--- src/rtl/lsac_pkg.sv ---
package lsac_pkg;

  localparam int DEF_MAX_SET_BITS = 6;
  localparam int DEF_MAX_WAYS     = 8;
  localparam int DEF_ADDR_BITS    = 64;

  localparam int ADDR_W  = 64;
  localparam int TOTAL_W = 32;
  localparam int SBITS_W = 4;
  localparam int CIDX_W  = 2;
  localparam int CDATA_W = 6;

  typedef enum logic [1:0] {
    CMD_LOAD   = 2'd0,
    CMD_STORE  = 2'd1,
    CMD_MODIFY = 2'd2,
    CMD_IGNORE = 2'd3
  } cmd_t;

  localparam logic [CIDX_W-1:0] REG_SET_BITS    = 2'd0;
  localparam logic [CIDX_W-1:0] REG_OFFSET_BITS = 2'd1;
  localparam logic [CIDX_W-1:0] REG_WAYS        = 2'd2;

  typedef struct packed {
    cmd_t              command;
    logic [ADDR_W-1:0] address;
  } req_t;

  typedef struct packed {
    logic               first_hit;
    logic               first_evicted;
    logic               second_hit;
    logic [TOTAL_W-1:0] total_hits;
    logic [TOTAL_W-1:0] total_misses;
    logic [TOTAL_W-1:0] total_evictions;
  } rsp_t;

  typedef struct packed {
    logic wr;
    logic hit;
    logic evict;
  } upd_t;

  typedef enum logic [1:0] {
    ST_CLEAR,
    ST_IDLE,
    ST_ACCESS
  } state_t;

  function automatic logic [TOTAL_W-1:0] sat_inc(input logic [TOTAL_W-1:0] v, input logic en);
    logic [TOTAL_W-1:0] r;
    r = v;
    if (en && (v != {TOTAL_W{1'b1}})) begin
      r = v + TOTAL_W'(1);
    end
    return r;
  endfunction

endpackage

--- src/rtl/lsac_lookup.sv ---
module lsac_lookup
  import lsac_pkg::*;
#(
  parameter int MAX_WAYS  = 8,
  parameter int ADDR_BITS = 64,
  parameter int RANK_W    = 3,
  parameter int WAY_W     = 3
) (
  input  cmd_t                                 cmd,
  input  logic [ADDR_BITS-1:0]                 tag,
  input  logic [3:0]                           ways_in_use,
  input  logic [MAX_WAYS-1:0][ADDR_BITS-1:0]   tags,
  input  logic [MAX_WAYS-1:0][RANK_W-1:0]      ranks,
  input  logic [MAX_WAYS-1:0]                  valid,
  input  logic [TOTAL_W-1:0]                   hits,
  input  logic [TOTAL_W-1:0]                   misses,
  input  logic [TOTAL_W-1:0]                   evictions,
  output logic [MAX_WAYS-1:0][ADDR_BITS-1:0]   tags_next,
  output logic [MAX_WAYS-1:0][RANK_W-1:0]      ranks_next,
  output logic [MAX_WAYS-1:0]                  valid_next,
  output upd_t                                 upd,
  output rsp_t                                 res
);

  localparam logic [RANK_W-1:0] MAX_RANK = RANK_W'(MAX_WAYS - 1);

  logic [MAX_WAYS-1:0] in_use;
  logic [MAX_WAYS-1:0] hit_vec;
  logic [MAX_WAYS-1:0] inv_vec;
  logic [WAY_W-1:0]    hit_way;
  logic [WAY_W-1:0]    inv_way;
  logic [WAY_W-1:0]    lru_way;
  logic [WAY_W-1:0]    sel_way;
  logic [RANK_W-1:0]   best_rank;
  logic [RANK_W-1:0]   old_rank;
  logic                hit;
  logic                has_inv;
  logic                was_valid;
  logic                active;
  logic [TOTAL_W-1:0]  hits1;

  always_comb begin
    for (int w = 0; w < MAX_WAYS; w++) begin
      in_use[w]  = (w == 0) || (5'(w) < {1'b0, ways_in_use});
      hit_vec[w] = in_use[w] && valid[w] && (tags[w] == tag);
      inv_vec[w] = in_use[w] && !valid[w];
    end
    hit     = |hit_vec;
    has_inv = |inv_vec;
    hit_way = '0;
    inv_way = '0;
    for (int w = MAX_WAYS - 1; w >= 0; w--) begin
      if (hit_vec[w]) begin
        hit_way = WAY_W'(w);
      end
      if (inv_vec[w]) begin
        inv_way = WAY_W'(w);
      end
    end
    lru_way   = '0;
    best_rank = ranks[0];
    for (int w = 1; w < MAX_WAYS; w++) begin
      if (in_use[w] && (ranks[w] > best_rank)) begin
        lru_way   = WAY_W'(w);
        best_rank = ranks[w];
      end
    end
  end

  always_comb begin
    active    = (cmd != CMD_IGNORE);
    was_valid = hit || !has_inv;
    sel_way   = hit ? hit_way : (has_inv ? inv_way : lru_way);
    old_rank  = ranks[sel_way];
    tags_next = tags;
    if (!hit) begin
      tags_next[sel_way] = tag;
    end
    for (int v = 0; v < MAX_WAYS; v++) begin
      ranks_next[v] = ranks[v];
      if (WAY_W'(v) == sel_way) begin
        ranks_next[v] = '0;
      end else if (in_use[v] && valid[v] && (!was_valid || (ranks[v] < old_rank))
                   && (ranks[v] != MAX_RANK)) begin
        ranks_next[v] = ranks[v] + RANK_W'(1);
      end
    end
    valid_next          = valid;
    valid_next[sel_way] = 1'b1;
    upd.wr    = active;
    upd.hit   = active && hit;
    upd.evict = active && !hit && !has_inv;
  end

  always_comb begin
    hits1                = sat_inc(hits, upd.hit);
    res.first_hit        = upd.hit;
    res.first_evicted    = upd.evict;
    res.second_hit       = (cmd == CMD_MODIFY);
    res.total_hits       = sat_inc(hits1, cmd == CMD_MODIFY);
    res.total_misses     = sat_inc(misses, active && !hit);
    res.total_evictions  = sat_inc(evictions, upd.evict);
  end

endmodule
--- config.mk ---
export PLATFORM = sky130hd
export DESIGN_NAME = lsac_lookup
export DESIGN_NICKNAME = d
export VERILOG_FILES = /design/src/rtl/lsac_pkg.sv /design/src/rtl/lsac_lookup.sv
export SDC_FILE = /design/constraint.sdc
export NUM_CORES = 2
export LEC_CHECK = 0
export ABC_CLOCK_PERIOD_IN_PS = 24300
export BUFFER_PORTS_ARGS = -buffer_cell sky130_fd_sc_hd__buf_2
export CORE_AREA = 3 3 534 536
export DETAILED_ROUTE_END_ITERATION = 10
export DIE_AREA = 0 0 537 539
export GPL_TIMING_DRIVEN = 0
export PLACE_DENSITY_LB_ADDON = 0.12
export SLEW_MARGIN = 20
export SYNTH_ARGS = -nofsm -noshare
export SYNTH_HDL_FRONTEND = slang
export SYNTH_SLANG_ARGS = --single-unit
--- constraint.sdc ---
create_clock -name vclk -period 24.3
set_input_delay 6.075 -clock vclk [all_inputs]
set_output_delay 6.075 -clock vclk [all_outputs]
set_load 0.005 [all_outputs]
==> summary.md <==
| Metric | Value |
|---|---|
| Max-slew violation count | 0 |
| Yosys cell types | 95 |
| FILL cells | 33180 |
| Die width | around 540 µm |
| Vias in the first global route | 30560 |
| Total congestion overflow | 0 |
| Nets@finish | 4766 |
| Min-Delay Path Class | in -> out |
| I/O pin count | 1356 |
| Share of layout cells above drive strength 1 | 53.97% |
| DRC violation count after routing | 0 |
| WP data required | approximately 18 ns |
| Minimum hold slack | 12.42 ns |
| Util after Layout | roughly an eighth |
| CP max FO | 10 |
| Syn_area_per_cell | around 7.6 µm² |
| Worst Path Buf+Inv | 8 |
| Final setup fails | 0 |
| DR vias/cell | 4.007 |
| Warnings, synthesis | 0 |
| Antenna violations before repair | between 200 and 250 |
| Critical Path Start Type | input pin |
| WS Path Type | in -> out |
| Fin. Hold Viols | 0 |
| Crit-path leading delay family | compound AO/OA/AOI/OAI gates |
| FF+latch area | 0 µm² |
| Post-detail-place hpwl | between 300 and 400 mm |
| Worst path max stage delay | about 0.44 ns |
| Final WL | around 380 mm |
| Routability cong. | about 0.96 |
| Core area | between 200000 and 300000 µm² |
| Crit path depth | a little under 60 |
| Mapped Area | 20220 µm² |
| ANT nets after route | 0 |
| Status | completed |
| Cell taking the most area after synthesis | mux2_2 |
| Row cnt | just under 200 |
| Tcrit/Tclk final | around 98% |
| Max_cap viols | 0 |
| Top cell type's share of synthesized area | between 20% and 30% |
| Initial DRT Pass Iterations | 7 |
| Max Fclk | 42.15 MHz |
| Die ar. | ~290000 µm² |
| Vias | 31440 |
| Area growth syn-to-layout | 64.74% |
| Hold buffers post-CTS | 0 |
| Largest net degree at the start of global routing | 11 |
| Initial DRC Count | between 2000 and 3000 |
| First-pass GRT wire length | 445.7 mm |
| Top cells by area in the synthesized netlist | mux2_2 27%, xnor2_1 18%, xor2_1 7.6%, nand4_1 5.9%, nand2_1 3.5% |
| Slew HR | approximately 5.3% |
| All-Layer GR Usage | between 20% and 30% |
| Initial core utilization | 7.188% |
| Chip Height | around 540 µm |
| CP max-delay cell | a2111oi_4 |
| Seq cells | 0 |
| Seq/Total Area, Yosys | 0% |
| Synthesized Nets | around 3400 |
| CP Capture Type | output pin |
| Setup TNS | 0 ns |
| CP Data Arrival Time | around 18 ns |
| Min cycle time layout | ~24 ns |
| WL per Instance | a little under 50 µm |
| Syn Inst Count | between 2000 and 3000 |
| Hold path cells | 3 |
| CLK BUF | 0 |
| Worst Tran Pin Value | approximately 1.4 ns |
| Port Buf Inserts | about 1300 |
## synth_stat cells (all sizes together), types with 15 or more instances
master and number:
nor4b 17, ha 41, buf 162, nand4b 15, nand2b 55, xor2 175
and3 23, nor3 53, nand2 189, nor4 89, a211oi 27, o21ai 61
xnor2 427, or3 16, nor2b 16, inv 62, clkbuf 58, o2111ai 22
nor2 103, nand3 92, nand4 193, mux2 501, a21oi 36
## timing repair
| action | CTS | global route |
|---|---|---|
| setup buffers | 23 | 10 |
| pin swaps | 14 | 13 |
| resized for setup | 69 | 43 |
| endpoints found under the setup margin | 544 | 536 |
## stage by stage
stage | setup slack [ns] | cell area, µm² | std cells
after floorplan | 0.7963 | 20220 | 2657
after global placement | -3.607 | 31360 | 7689
after detailed placement | -2.601 | 32260 | 7727
after CTS | 0.001613 | 32820 | 7746
after global routing | -0.03354 | 33150 | 7782
final | 0.5767 | 33310 | 7846
## placed cells by master (no fill, tap or decap), types with 55 or more instances in the layout
cell / count
buf_2: 1411
buf_4: 56
diode_2: 90
inv_1: 59
mux2_2: 490
nand2_1: 184
nand2b_1: 55
nand3_1: 86
nand4_1: 192
nor2_1: 91
nor4_1: 81
xnor2_1: 427
xor2_1: 175
## kinds of logic after synthesis
family | count (synthesis) | share of synthesized area [%]
XOR/XNOR | 602 | 26.07
adder cells (fa/ha/maj) | 43 | 2.636
multiplexers | 511 | 28.55
AND/OR/NAND/NOR | 934 | 25.50
AO/OA/AOI/OAI | 285 | 10.56
buffers and inverters | 282 | 6.676
## cell type report
class / instances / area (µm²) / share of cell area, %
Tap cell: 3743 / 4683 / 14.06
Inverter: 62 / 239.0 / 0.7173
Antenna cell: 90 / 225.2 / 0.6760
Timing Repair Buffer: 1360 / 7575 / 22.74
Buffer: 216 / 1195 / 3.587
Multi-Input combinational cell: 2375 / 19400 / 58.23
## path summary, 6_finish.rpt
check,startpoint,endpoint,slack [ns]
setup / recovery,ways_in_use[3],tags_next[156],0.58
hold / removal,misses[14],res[46],12.42
## per-layer routing
| layer | part of all wire (%) | global-route usage, % |
|---|---|---|
| met5 | 0.10 | 0 |
| met4 | 5.4 | 10.92 |
| met3 | 8.5 | 7.146 |
| met2 | 46 | 41.05 |
| met1 | 40 | 29.62 |
